**src/sv/phrd_pkg.sv**
```systemverilog
package phrd_pkg;
	localparam int SMOOTH_TAPS_DEF    = 4;
	localparam int BASELINE_DEPTH_DEF = 64;
	localparam int HISTORY_DEPTH_DEF  = 8;

	localparam int SAMPLE_W = 18;
	localparam int AC_W     = 19;
	localparam int TIME_W   = 32;
	localparam int GAP_W    = 16;
	localparam int BPM_W    = 16;
	localparam int CFG_W    = 19;
	localparam int CFG_IDX_W = 1;

	localparam logic [CFG_IDX_W-1:0] REG_THRESHOLD = 1'd0;
	localparam logic [CFG_IDX_W-1:0] REG_MIN_GAP   = 1'd1;

	localparam logic [23:0] BPM_NUMERATOR = 24'd15360000;
	localparam logic [BPM_W-1:0] BPM_LOW  = 16'd10240;
	localparam logic [BPM_W-1:0] BPM_HIGH = 16'd51200;

	typedef enum logic [3:0] {
		ST_CLEAR,
		ST_IDLE,
		ST_SMOOTH,
		ST_BASE_RD,
		ST_BASE_WR,
		ST_PEAK,
		ST_DIV,
		ST_HIST,
		ST_MEAN,
		ST_AVG,
		ST_OUT
	} phrd_state_t;
endpackage

```
**src/sv/phrd_if.sv**
```systemverilog
interface phrd_in_if;
	import phrd_pkg::*;
	logic                valid;
	logic                ready;
	logic [SAMPLE_W-1:0] ir_sample;
	logic [TIME_W-1:0]   time_ms;
	modport source (output valid, ir_sample, time_ms, input ready);
	modport sink   (input valid, ir_sample, time_ms, output ready);
endinterface

interface phrd_out_if;
	import phrd_pkg::*;
	logic                valid;
	logic                ready;
	logic [BPM_W-1:0]    current_bpm_q8;
	logic [BPM_W-1:0]    average_bpm_q8;
	logic [SAMPLE_W-1:0] ir_raw;
	modport source (output valid, current_bpm_q8, average_bpm_q8, ir_raw, input ready);
	modport sink   (input valid, current_bpm_q8, average_bpm_q8, ir_raw, output ready);
endinterface

```
**src/sv/ppg_heart_rate_detector_core.sv**
```systemverilog
// PPG heart-rate detector. One sample beat (ir_sample, time_ms) gives one result beat.
// Smoothing window, baseline ring and rate history live in synchronous memories with
// one read and one write port, walked one word per cycle. A sample with no rate update
// passes the smoothing walk, the baseline write, the baseline walk, the peak step and
// the output step. A beat adds the restoring divider for the rate; when that rate
// lands in the 40..200 range the history walk and a short divider for the mean follow.
// After reset a clearing pass zeroes the memories before the first sample is taken.
// The result stays in an output register until taken; the next sample is accepted
// meanwhile, and its result waits in the last step, holding off input, while the
// output register is still full.
module ppg_heart_rate_detector_core #(
	parameter int SMOOTH_TAPS    = phrd_pkg::SMOOTH_TAPS_DEF,
	parameter int BASELINE_DEPTH = phrd_pkg::BASELINE_DEPTH_DEF,
	parameter int HISTORY_DEPTH  = phrd_pkg::HISTORY_DEPTH_DEF
) (
	input  logic                          clk,
	input  logic                          arst_n,
	phrd_in_if.sink                       in_ch,
	phrd_out_if.source                    out_ch,
	input  logic                          cfg_we,
	input  logic [phrd_pkg::CFG_IDX_W-1:0] cfg_index,
	input  logic [phrd_pkg::CFG_W-1:0]    cfg_wdata
);
	import phrd_pkg::*;

	localparam int SW = (SMOOTH_TAPS > 1) ? $clog2(SMOOTH_TAPS) : 1;
	localparam int BW = $clog2(BASELINE_DEPTH);
	localparam int HW = (HISTORY_DEPTH > 1) ? $clog2(HISTORY_DEPTH) : 1;
	localparam int CLR_N = (SMOOTH_TAPS > BASELINE_DEPTH)
		? ((SMOOTH_TAPS > HISTORY_DEPTH) ? SMOOTH_TAPS : HISTORY_DEPTH)
		: ((BASELINE_DEPTH > HISTORY_DEPTH) ? BASELINE_DEPTH : HISTORY_DEPTH);
	localparam int CW = $clog2(CLR_N + 1);
	localparam int SSUM_W = SAMPLE_W + $clog2(SMOOTH_TAPS + 1);
	localparam int BSUM_W = SAMPLE_W + $clog2(BASELINE_DEPTH + 1);
	localparam int HSUM_W = BPM_W + $clog2(HISTORY_DEPTH + 1);
	localparam int HCNT_W = $clog2(HISTORY_DEPTH + 1);

	// memories
	logic [SAMPLE_W-1:0] smem [SMOOTH_TAPS];
	logic [SAMPLE_W-1:0] bmem [BASELINE_DEPTH];
	logic [BPM_W-1:0]    hmem [HISTORY_DEPTH];

	phrd_state_t state_q, state_d;
	logic [CW-1:0]   cnt_q;
	logic [SW-1:0]   sslot_q;
	logic [BW-1:0]   bslot_q;
	logic [HW-1:0]   hslot_q;
	logic signed [AC_W-1:0] ac_prev_q, ac_pp_q, ac_q;
	logic            latch_q;
	logic [TIME_W-1:0] last_q;
	logic [BPM_W-1:0]  bpm_now_q, bpm_mean_q;
	logic signed [AC_W-1:0] thr_q;
	logic [GAP_W-1:0]  gap_q;
	logic [SAMPLE_W-1:0] samp_q;
	logic [TIME_W-1:0]   now_q;
	logic [SSUM_W-1:0]   ssum_q;
	logic [BSUM_W-1:0]   bsum_q;
	logic [HSUM_W-1:0]   hsum_q;
	logic [SAMPLE_W-1:0] smooth_q;
	logic                rd_v_q;
	logic                tail_q;
	logic [SAMPLE_W-1:0] srd_q, brd_q;
	logic [BPM_W-1:0]    hrd_q;
	logic [TIME_W-1:0]   rem_q, quo_q, dvsr_q;
	logic [5:0]          dstep_q;
	logic [HCNT_W-1:0]   hcnt_q;
	logic                out_v_q;
	logic [BPM_W-1:0]    o_cur_q, o_avg_q;
	logic [SAMPLE_W-1:0] o_raw_q;

	logic in_fire, last_cnt;
	logic signed [AC_W-1:0] ac_c;
	logic [TIME_W-1:0] interval;
	logic qualify, gap_ok, in_range;
	logic [TIME_W:0] dsub;
	logic [TIME_W-1:0] rem_sh;

	assign in_fire = in_ch.valid && in_ch.ready;
	assign in_ch.ready = (state_q == ST_IDLE);
	assign out_ch.valid = out_v_q;
	assign out_ch.current_bpm_q8 = o_cur_q;
	assign out_ch.average_bpm_q8 = o_avg_q;
	assign out_ch.ir_raw = o_raw_q;

	assign ac_c = $signed({1'b0, smooth_q}) -
		$signed({1'b0, SAMPLE_W'(bsum_q / BASELINE_DEPTH)});
	assign interval = now_q - last_q;
	// current ac is ac_c at the peak step; ac_q and ac_prev_q are the two before it
	assign qualify = (ac_c > ac_q) && (ac_q > ac_prev_q) && (ac_c > thr_q) && !latch_q;
	assign gap_ok = interval > TIME_W'(gap_q);
	assign in_range = (bpm_now_q >= BPM_LOW) && (bpm_now_q <= BPM_HIGH);
	assign rem_sh = {rem_q[TIME_W-2:0], quo_q[TIME_W-1]};
	assign dsub = {1'b0, rem_sh} - {1'b0, dvsr_q};

	always_comb begin
		case (state_q)
			ST_CLEAR:   last_cnt = (cnt_q == CW'(CLR_N - 1));
			ST_SMOOTH:  last_cnt = (cnt_q == CW'(SMOOTH_TAPS - 1));
			ST_BASE_RD: last_cnt = (cnt_q == CW'(BASELINE_DEPTH - 1));
			ST_MEAN:    last_cnt = (cnt_q == CW'(HISTORY_DEPTH - 1));
			default:    last_cnt = 1'b0;
		endcase
	end

	always_comb begin
		state_d = state_q;
		case (state_q)
			ST_CLEAR:   if (last_cnt) state_d = ST_IDLE;
			ST_IDLE:    if (in_fire) state_d = ST_SMOOTH;
			ST_SMOOTH:  if (tail_q) state_d = ST_BASE_WR;
			ST_BASE_WR: state_d = ST_BASE_RD;
			ST_BASE_RD: if (tail_q) state_d = ST_PEAK;
			ST_PEAK: begin
				if (qualify && gap_ok && last_q != '0) state_d = ST_DIV;
				else state_d = ST_OUT;
			end
			ST_DIV:     if (dstep_q == 6'd32) state_d = ST_HIST;
			ST_HIST: begin
				if (in_range) state_d = ST_MEAN;
				else state_d = ST_OUT;
			end
			ST_MEAN:    if (tail_q) state_d = ST_AVG;
			ST_AVG:     if (dstep_q == 6'(HSUM_W)) state_d = ST_OUT;
			ST_OUT:     if (!out_v_q || out_ch.ready) state_d = ST_IDLE;
			default:    state_d = ST_CLEAR;
		endcase
	end

	// memory ports; read address is the walk counter, read data lands next cycle
	always_ff @(posedge clk) begin
		if (state_q == ST_CLEAR) begin
			if (cnt_q < CW'(SMOOTH_TAPS)) smem[cnt_q[SW-1:0]] <= '0;
			if (cnt_q < CW'(BASELINE_DEPTH)) bmem[cnt_q[BW-1:0]] <= '0;
			if (cnt_q < CW'(HISTORY_DEPTH)) hmem[cnt_q[HW-1:0]] <= '0;
		end else begin
			if (in_fire) smem[sslot_q] <= in_ch.ir_sample;
			if (state_q == ST_BASE_WR) bmem[bslot_q] <= smooth_q;
			if (state_q == ST_HIST && in_range) hmem[hslot_q] <= bpm_now_q;
		end
		srd_q <= smem[cnt_q[SW-1:0]];
		brd_q <= bmem[cnt_q[BW-1:0]];
		hrd_q <= hmem[cnt_q[HW-1:0]];
	end

	always_ff @(posedge clk or negedge arst_n) begin
		if (!arst_n) begin
			state_q <= ST_CLEAR;
			cnt_q <= '0;
			rd_v_q <= 1'b0;
			tail_q <= 1'b0;
			sslot_q <= '0; bslot_q <= '0; hslot_q <= '0;
			ac_prev_q <= '0; ac_pp_q <= '0; ac_q <= '0;
			latch_q <= 1'b0; last_q <= '0;
			bpm_now_q <= '0; bpm_mean_q <= '0;
			thr_q <= '0; gap_q <= GAP_W'(300);
			out_v_q <= 1'b0;
			dstep_q <= '0;
			hcnt_q <= '0;
		end else begin
			state_q <= state_d;
			if (cfg_we) begin
				case (cfg_index)
					REG_THRESHOLD: thr_q <= $signed(cfg_wdata);
					REG_MIN_GAP:   gap_q <= cfg_wdata[GAP_W-1:0];
					default: ;
				endcase
			end
			if (out_v_q && out_ch.ready) out_v_q <= 1'b0;
			case (state_q)
				ST_CLEAR: cnt_q <= last_cnt ? '0 : cnt_q + 1'b1;
				ST_IDLE: begin
					cnt_q <= '0;
					rd_v_q <= 1'b0;
					tail_q <= 1'b0;
					ssum_q <= '0;
					bsum_q <= '0;
					if (in_fire) begin
						samp_q <= in_ch.ir_sample;
						now_q <= in_ch.time_ms;
						sslot_q <= (sslot_q == SW'(SMOOTH_TAPS - 1)) ? '0 : sslot_q + 1'b1;
					end
				end
				ST_SMOOTH: begin
					rd_v_q <= 1'b1;
					// tail marks that the last address was read the cycle before
					tail_q <= last_cnt;
					if (!last_cnt) cnt_q <= cnt_q + 1'b1;
					if (rd_v_q) ssum_q <= ssum_q + SSUM_W'(srd_q);
					if (tail_q) begin
						smooth_q <= SAMPLE_W'((ssum_q + SSUM_W'(srd_q)) / SMOOTH_TAPS);
						cnt_q <= '0;
					end
				end
				ST_BASE_WR: begin
					rd_v_q <= 1'b0;
					tail_q <= 1'b0;
					cnt_q <= '0;
					bslot_q <= (bslot_q == BW'(BASELINE_DEPTH - 1)) ? '0 : bslot_q + 1'b1;
				end
				ST_BASE_RD: begin
					rd_v_q <= 1'b1;
					tail_q <= last_cnt;
					if (!last_cnt) cnt_q <= cnt_q + 1'b1;
					if (rd_v_q) bsum_q <= bsum_q + BSUM_W'(brd_q);
				end
				ST_PEAK: begin
					// bsum_q holds the full ring sum here
					ac_q <= ac_c;
					ac_prev_q <= ac_q;
					ac_pp_q <= ac_prev_q;
					rem_q <= '0;
					quo_q <= 32'(BPM_NUMERATOR);
					dvsr_q <= interval;
					dstep_q <= '0;
				end
				ST_DIV: begin
					if (dstep_q == 6'd32) begin
						bpm_now_q <= (quo_q[TIME_W-1:BPM_W] != '0) ? '1 : quo_q[BPM_W-1:0];
					end else begin
						dstep_q <= dstep_q + 1'b1;
						if (!dsub[TIME_W]) begin
							rem_q <= dsub[TIME_W-1:0];
							quo_q <= {quo_q[TIME_W-2:0], 1'b1};
						end else begin
							rem_q <= rem_sh;
							quo_q <= {quo_q[TIME_W-2:0], 1'b0};
						end
					end
				end
				ST_HIST: begin
					cnt_q <= '0;
					rd_v_q <= 1'b0;
					tail_q <= 1'b0;
					hsum_q <= '0;
					if (in_range) begin
						if (hslot_q == HW'(HISTORY_DEPTH - 1)) begin
							hslot_q <= '0;
						end else begin
							hslot_q <= hslot_q + 1'b1;
						end
						if (hcnt_q != HCNT_W'(HISTORY_DEPTH)) hcnt_q <= hcnt_q + 1'b1;
					end
				end
				ST_MEAN: begin
					// unwritten entries read as zero, so sum all and divide by count
					rd_v_q <= 1'b1;
					tail_q <= last_cnt;
					if (!last_cnt) cnt_q <= cnt_q + 1'b1;
					if (rd_v_q) hsum_q <= hsum_q + HSUM_W'(hrd_q);
					if (tail_q) begin
						// left-align the sum so HSUM_W steps leave the quotient in the low bits
						rem_q <= '0;
						quo_q <= {hsum_q + HSUM_W'(hrd_q), {(TIME_W - HSUM_W){1'b0}}};
						dvsr_q <= TIME_W'(hcnt_q);
						dstep_q <= '0;
					end
				end
				ST_AVG: begin
					if (dstep_q == 6'(HSUM_W)) begin
						bpm_mean_q <= quo_q[BPM_W-1:0];
					end else begin
						dstep_q <= dstep_q + 1'b1;
						if (!dsub[TIME_W]) begin
							rem_q <= dsub[TIME_W-1:0];
							quo_q <= {quo_q[TIME_W-2:0], 1'b1};
						end else begin
							rem_q <= rem_sh;
							quo_q <= {quo_q[TIME_W-2:0], 1'b0};
						end
					end
				end
				ST_OUT: begin
					if (!out_v_q || out_ch.ready) begin
						out_v_q <= 1'b1;
						o_cur_q <= bpm_now_q;
						o_avg_q <= bpm_mean_q;
						o_raw_q <= samp_q;
					end
				end
				default: ;
			endcase
			// peak bookkeeping resolves at the peak step using the previous ac values
			if (state_q == ST_PEAK) begin
				if (qualify) begin
					if (gap_ok) begin
						last_q <= now_q;
						latch_q <= 1'b1;
					end
				end else if (ac_c < ac_q) begin
					latch_q <= 1'b0;
				end
			end
		end
	end
endmodule

```
**src/flat_wrapper.sv**
```systemverilog
// flat-port wrapper written by rule: the top's interface ports become plain ports
module ppg_heart_rate_detector_core_flat import phrd_pkg::*;
#(
	parameter int SMOOTH_TAPS    = phrd_pkg::SMOOTH_TAPS_DEF,
	parameter int BASELINE_DEPTH = phrd_pkg::BASELINE_DEPTH_DEF,
	parameter int HISTORY_DEPTH  = phrd_pkg::HISTORY_DEPTH_DEF
)
  (clk, arst_n, cfg_we, cfg_index, cfg_wdata, in_ch_valid, in_ch_ir_sample, in_ch_time_ms, in_ch_ready, out_ch_valid, out_ch_current_bpm_q8, out_ch_average_bpm_q8, out_ch_ir_raw, out_ch_ready);
  phrd_in_if in_ch_i ();
  phrd_out_if out_ch_i ();
  input  logic clk;
  input  logic arst_n;
  input  logic cfg_we;
  input  logic [phrd_pkg::CFG_IDX_W-1:0] cfg_index;
  input  logic [phrd_pkg::CFG_W-1:0] cfg_wdata;
  input wire logic [$bits(in_ch_i.valid)-1:0] in_ch_valid;
  input wire logic [$bits(in_ch_i.ir_sample)-1:0] in_ch_ir_sample;
  input wire logic [$bits(in_ch_i.time_ms)-1:0] in_ch_time_ms;
  output wire logic [$bits(in_ch_i.ready)-1:0] in_ch_ready;
  output wire logic [$bits(out_ch_i.valid)-1:0] out_ch_valid;
  output wire logic [$bits(out_ch_i.current_bpm_q8)-1:0] out_ch_current_bpm_q8;
  output wire logic [$bits(out_ch_i.average_bpm_q8)-1:0] out_ch_average_bpm_q8;
  output wire logic [$bits(out_ch_i.ir_raw)-1:0] out_ch_ir_raw;
  input wire logic [$bits(out_ch_i.ready)-1:0] out_ch_ready;
  assign in_ch_i.valid = in_ch_valid;
  assign in_ch_i.ir_sample = in_ch_ir_sample;
  assign in_ch_i.time_ms = in_ch_time_ms;
  assign in_ch_ready = in_ch_i.ready;
  assign out_ch_valid = out_ch_i.valid;
  assign out_ch_current_bpm_q8 = out_ch_i.current_bpm_q8;
  assign out_ch_average_bpm_q8 = out_ch_i.average_bpm_q8;
  assign out_ch_ir_raw = out_ch_i.ir_raw;
  assign out_ch_i.ready = out_ch_ready;
  ppg_heart_rate_detector_core #(.SMOOTH_TAPS(SMOOTH_TAPS), .BASELINE_DEPTH(BASELINE_DEPTH), .HISTORY_DEPTH(HISTORY_DEPTH)) u_core (.clk(clk), .arst_n(arst_n), .in_ch(in_ch_i), .out_ch(out_ch_i), .cfg_we(cfg_we), .cfg_index(cfg_index), .cfg_wdata(cfg_wdata));
endmodule
```
**config.mk**
```make
export PLATFORM = sky130hd
export DESIGN_NAME = ppg_heart_rate_detector_core_flat
export DESIGN_NICKNAME = d
export VERILOG_FILES = /design/src/sv/phrd_pkg.sv /design/src/sv/phrd_if.sv /design/src/sv/ppg_heart_rate_detector_core.sv /design/src/flat_wrapper.sv
export SDC_FILE = /design/constraint.sdc
export NUM_CORES = 2
export LEC_CHECK = 0
export BUFFER_PORTS_ARGS = -buffer_cell sky130_fd_sc_hd__buf_2
export CAP_MARGIN = 20
export CORE_MARGIN = 10
export CORE_UTILIZATION = 55
export CTS_BUF_LIST = sky130_fd_sc_hd__clkbuf_16
export CTS_CLUSTER_DIAMETER = 200
export DETAILED_ROUTE_END_ITERATION = 8
export HOLD_SLACK_MARGIN = 0.05
export PLACE_DENSITY = 0.74
export SLEW_MARGIN = 20
export SYNTH_ARGS = -nofsm -noshare
export SYNTH_HDL_FRONTEND = slang
export SYNTH_SLANG_ARGS = --single-unit
```
**constraint.sdc**
```tcl
create_clock -name clk -period 7.95 [get_ports clk]
set_input_delay 1.59 -clock clk [delete_from_list [all_inputs] [get_ports clk]]
set_output_delay 1.59 -clock clk [all_outputs]
set_load 0.05 [all_outputs]
```
======== Yosys cells after proc, flatten, opt, wreduce, memory -nomap -nowiden ========
Memories as Yosys holds them, arrays and structs flattened. A register that Yosys moved wholly into a read port is not among the register bits.
Cells that the tools add are included.
word-level totals
  bits in registers ....................... 452
  memories kept ........................... 3
  RAM bits ................................ 1,352
  word-level logic and storage cells ...... 216
  output and inout port bits .............. 52
operators by class
  bitwise operators ....................... 1
  magnitude comparators ................... 10
  reduce and logical (&&, ||, !) cells .... 49
  eq/ne operators ......................... 33
  muxes and demuxes ....................... 77
  $add $sub $neg .......................... 13
memory list
  memory       words  bits a word  read ports  clocked after Yosys merged registers in  wr ports  RTL line                            RTL
  u_core.bmem  64     18           1           1                                        1         ppg_heart_rate_detector_core.sv:40  logic [SAMPLE_W-1:0] bmem [BASELINE_DEPTH];
  u_core.hmem  8      16           1           1                                        1         ppg_heart_rate_detector_core.sv:41  logic [BPM_W-1:0] hmem [HISTORY_DEPTH];
  u_core.smem  4      18           1           1                                        1         ppg_heart_rate_detector_core.sv:39  logic [SAMPLE_W-1:0] smem [SMOOTH_TAPS];
operators by type and width
  operator             number
  $mux W32             4
  $pmux W32 S4         1
  $mux W31             4
  $pmux W31 S4         1
  $pmux W32 S2         1
  $gt A19 B19 Y1       3
  $pmux W25 S2         1
  $pmux W4 S11         1
  $pmux W21 S2         1
  $pmux W20 S2         1
  $mux W18             2
  $mux W4              9
  $reduce_or A18 Y1    2
  $sub A32 B32 Y33     1
  $gt A32 B16 Y1       1
  $mux W16             2
  $reduce_bool A32 Y1  1
  $sub A32 B32 Y32     1
  $mux W6              5
  $reduce_and A3 Y1    10
  $mux W1              28
  $pmux W7 S4          1
  $add A25 B18 Y25     1
  $mux W25             1
  other kinds (52)     100

======== Logic depth before layout (Yosys ltp) ========
  word-level depth ........................ 9
  gate-level depth with buffers ........... 25
  mapped depth without buffers ............ 24

======== Least setup slack after synthesis ========
No wires, ideal clock.
  path type ............................... input to register
  start ................................... in out_ch_ready
  end ..................................... reg u_core.o_avg_q[0], in the netlist u_core.out_ch.average_bpm_q8[0], enable pin
  data arrival time ....................... 5.174 ns
  setup slack ............................. 2.257 ns
  library setup time ...................... 0.519 ns
  cell stages on the path ................. 3
  cell sequence ........................... nand2b_1 nand2_1 nor3_1
on the way
  longest elaborated chain between the ends .. 2
ends and longest elaborated chain
  element                      RTL line                             RTL
  from (decl)                  flat_wrapper.sv:24                   input wire logic [$bits(out_ch_i.ready)-1:0] out_ch_ready;
  $logic_or A1 B1 Y1           ppg_heart_rate_detector_core.sv:273  if (!out_v_q || out_ch.ready) begin
  $reduce_and A3 Y1 (no line)  n/a
  to (signal assigned)         ppg_heart_rate_detector_core.sv:276  o_avg_q <= bpm_mean_q;
  to (decl)                    ppg_heart_rate_detector_core.sv:68   logic [BPM_W-1:0] o_cur_q, o_avg_q;
No other way between the ends.
A chain may end at the register's enable or synchronous reset.

======== Worst setup path in the final report ========
  start ................................... reg u_core.smooth_q[0]
  end ..................................... reg u_core.last_q[0]
on the way
  longest elaborated chain between the ends .. 6
ends and longest elaborated chain
  element                              RTL line                             RTL
  from (decl)                          ppg_heart_rate_detector_core.sv:59   logic [SAMPLE_W-1:0] smooth_q;
  from (signal assigned)               ppg_heart_rate_detector_core.sv:190  smooth_q <= SAMPLE_W'((ssum_q + SSUM_W'(srd_q)) / SMOOTH_TAPS);
  $sub A18 B18 Y19 *                   ppg_heart_rate_detector_core.sv:85   assign ac_c = $signed({1'b0, smooth_q}) -
  via u_core.ac_c[18]                  ppg_heart_rate_detector_core.sv:72   logic signed [AC_W-1:0] ac_c;
  $gt A19 B19 Y1                       ppg_heart_rate_detector_core.sv:89   assign qualify = (ac_c > ac_q) && (ac_q > ac_prev_q) && (ac_c > thr_q) && !latch_q;
  $logic_and A1 B1 Y1                  ppg_heart_rate_detector_core.sv:89
  $logic_and A1 B1 Y1 * (2 in series)  ppg_heart_rate_detector_core.sv:89
  $reduce_and A3 Y1 (no line) *        n/a
  to (signal assigned)                 ppg_heart_rate_detector_core.sv:286  last_q <= now_q;
  to (decl)                            ppg_heart_rate_detector_core.sv:50   logic [TIME_W-1:0] last_q;
Mark *: on every way through the listed nets, which the timed path passes. The rest lies on a longest branch.

==> impl_results.md <==
* Hold Crit Class: register to register
* Status: finished clean
* First-pass GRT wire length at ~270000 um
* R2R Path Start: u_core.smooth_q[0]
* FF-to-FF setup slack at 1.99 ns
* #FFs+latches synth at 1854
* Crit Path Class: register to register
* Initial Util at 0.5527
* Share of cells above drive strength 1 at 0.2135
* Share of synthesized registers carrying an async set or reset at 0.09331
* Distinct cells, synth at 79
* Setup tns final at 0 ns
* Clock buffer depth at 3
* Max-cap violations at 0
* Vias in the first global route at 41.83k
* Total GRT Usage at 0.2213
* Top-count cell post-synth: edfxtp_1
* Die area at 157600 um^2
* CTS tree: built
* Sequential-to-total area share from yosys stat at 0.6947
* Tmin final at 5.960 ns
* Syn_area_per_cell at 17.17 um^2
* Final GP Congestion at 0.8802
* Clock Pin Slew Worst Setup and Hold Paths at 0.06 ns
* Row count at 138
* CTS H-tree lvls at 4
* Num ports at between 100 and 150
* Initial antenna violation count at 6
* Fill cells at 9807
* Crit. End Element: register
* RR Endpoint: u_core.last_q[0]
* Placed Area at 81550 um^2
* Hold depth at 0
* Highest clock rate at 167.8 MHz
* Ys flop type: edfxtp_1
* Final hold vios at 0
* Arr. time, crit path at between 6 and 7 ns
* Design Area, Final at about 90000 um^2
* DP Wirelength at 108800 um
* Die height at ~400 um
* Vias at around 42k
* RSZ-0062 raised after global routing: no
* CP Max Fanout at 30
* P per Cell Area at approximately 330 nW/um^2
* Period Utilization, post-route at 0.7497
* Hold Buf Count CTS at 0
* Leakage at between 30 and 40 nW
* Die Width at 397.0 um
* Setup Skew at 0.04684 ns
* Hold path endpoint: u_core.out_ch.ir_raw[5]
* Post-Syn Area at 78160 um^2
* Post-synth top cells: edfxtp_1, mux4_2, nand2_1
* Slew headroom at 0.2694
* TritonCTS Sinks at 1854
* Post-DR vias/cell at between 6 and 7
* Pwr Total at 0.02890 W
* Largest net degree at the start of global routing at around 140
* Synth Instances at about 4.6k
* CTS resizes at 0
* Area leader, netlist: edfxtp_1
* CTS Buf Count at 183
* Ranking of synthesized cells by area: edfxtp_1, mux4_2, dfrtp_1
* Port Buf Inserts at 126
* Worst reg2reg path depth at 23
* EDFF count, synth at 1629
* Drt wl/cell at 25.59 um
* CP Data Required Time at a little under 9 ns
* Synth top area share at 0.6259
* Syn. warnings at 0
* Least-Margin Pin Slew at 1.096 ns
* Max Slew Vio Count at 0
* Total iterations of the first detailed-routing run at 6
* Final nets at 5102
* Remaining Overflow, GRT at 0
* Clk root buf: clkbuf_16
* Hold_sp: u_core.samp_q[5]
* Startpoint types: register
* Core Area at 141400 um^2
* P&R area growth vs syn at 11.96%
* Antenna-violating nets left at 0
* Remaining DRCs at 0
* Peak VDD IR at 0.0002957 V
* Total routed wirelength at 175500 um
* Syn nets at between 4k and 5k
* Worst skew pair latency at 0.82 ns
* # setup viols final at 0
* 1st-iter DRT viols at 4323
* Setup bufs post-CTS at 0
critical path: stages, from the launching register on:
cell,delay (ns)
edfxtp_1,0.36
inv_1,0.12
ha_1,0.21
fa_1,0.22
nor2b_1,0.05
o21ai_0,0.15
nand2b_1,0.11
a21o_1,0.20
a21o_1,0.22
a41o_1,0.28
nand4_1,0.12
a31oi_1,0.13
a31oi_1,0.31
nor2b_1,0.10
o22ai_1,0.27
ha_1,0.31
nand2_1,0.11
o22ai_1,0.09
or4_1,0.52
a2111oi_0,0.39
nand3_1,0.32
a211oi_4,0.40
buf_4,0.45
mux2_2,0.39
logic make-up (layout without fill, tap and decap cells):
group | count (synthesis) | in the layout | synth area share
multiplexers | 520 | 520 | 0.1364
buffers and inverters | 376 | 788 | 0.01843
flip-flops | 1854 | 1854 | 0.6947
AO/OA/AOI/OAI | 583 | 583 | 0.04619
AND/OR/NAND/NOR | 877 | 877 | 0.05473
adder cells (fa/ha/maj) | 222 | 222 | 0.03612
other | 0 | 2 | 0
XOR/XNOR | 120 | 120 | 0.01345
routing by layer:
metal  track usage  share of wire  routed length (um)
met1        0.3029           0.41               71090
met2        0.3596           0.49               86560
met3       0.03985          0.069               12020
met4       0.07650          0.033                5807
met5             0       0.000046                   8
power breakdown:
group          switching (W)  leakage (nW)  internal, W
clock network        0.00374          3.05      0.00459
registers           0.000518          18.0       0.0117
logic                0.00473          10.1      0.00364
how the worst max path moves through the flow:
stage | cells past startpoint | from | slack [ns] | end
global route | 23 | u_core.smooth_q[0] | 1.65 | u_core.last_q[0]
finish | 23 | u_core.smooth_q[0] | 1.99 | u_core.last_q[0]
floorplan | 3 | out_ch_ready | 2.26 | u_core.out_ch.average_bpm_q8[0]
global placement | 23 | u_core.smooth_q[0] | 2.22 | u_core.last_q[1]
CTS | 23 | u_core.smooth_q[0] | 2.10 | u_core.last_q[0]
detailed placement | 22 | u_core.bsum_q[6] | 2.12 | u_core.last_q[0]
through the flow:
step	std cells	util	hold slack, ns	worst slack (ns)
global route	6855	0.6187	0.4262	1.652
global placement	6509	0.5766	0.4018	2.218
detailed placement	6509	0.5767	0.4089	2.121
finish	6856	0.6188	0.4146	1.990
CTS	6853	0.6181	0.4158	2.097
floorplan	4552	-	0.4003	2.257
cell type report:
type	count	area, um^2	share of cell area
well taps	1890	2365	0.02703
inverters	199	747.0	0.008537
clock buffers	183	4579	0.05234
multi-input cells	2322	22640	0.2588
clock inverters	161	1281	0.01464
diodes	2	5.005	0.00005720
repair buffers	245	1574	0.01799
flip-flops and latches	1854	54310	0.6206
placed cells by master (no fill, tap or decap), types with 14 or more instances in the layout:
cell          n
dfxtp_1      52
edfxtp_1   1629
mux4_2      427
nor2b_1      31
and3_1       33
nor4_1       20
clkbuf_16   183
xor2_1       44
a31oi_1      21
or3_1        19
a21oi_1     182
buf_2       125
inv_1       249
nor2_1      221
mux2_2       63
nor3_1       51
nand4_1      30
a21o_1       73
a211oi_1     14
buf_4       115
o21a_1       23
and2_1       81
clkinv_1     36
mux2_1       29
nand3_1      47
nand2b_1     40
xnor2_1      76
dfrtp_1     165
clkinv_2     37
nand2_1     232
o21ai_0     156
o22a_1       19
ha_1        216
sequential cells by signal (all words and copies together) (netlist names), 18 cells and up:
signal                flops
u_core.bsum_q            24
u_core.last_q            32
u_core.brd_q             18
u_core.ac_q              19
u_core.srd_q             18
u_core.ac_prev_q         19
u_core.dvsr_q            32
u_core.ssum_q            20
u_core.bmem            1152
u_core.hsum_q            20
u_core.samp_q            18
u_core.out_ch.ir_raw     18
u_core.smooth_q          18
u_core.smem              72
u_core.quo_q             32
u_core.hmem             128
u_core.rem_q             31
u_core.thr_q             19
u_core.now_q             32
No activity file was read; power rests on OpenSTA's default activity.
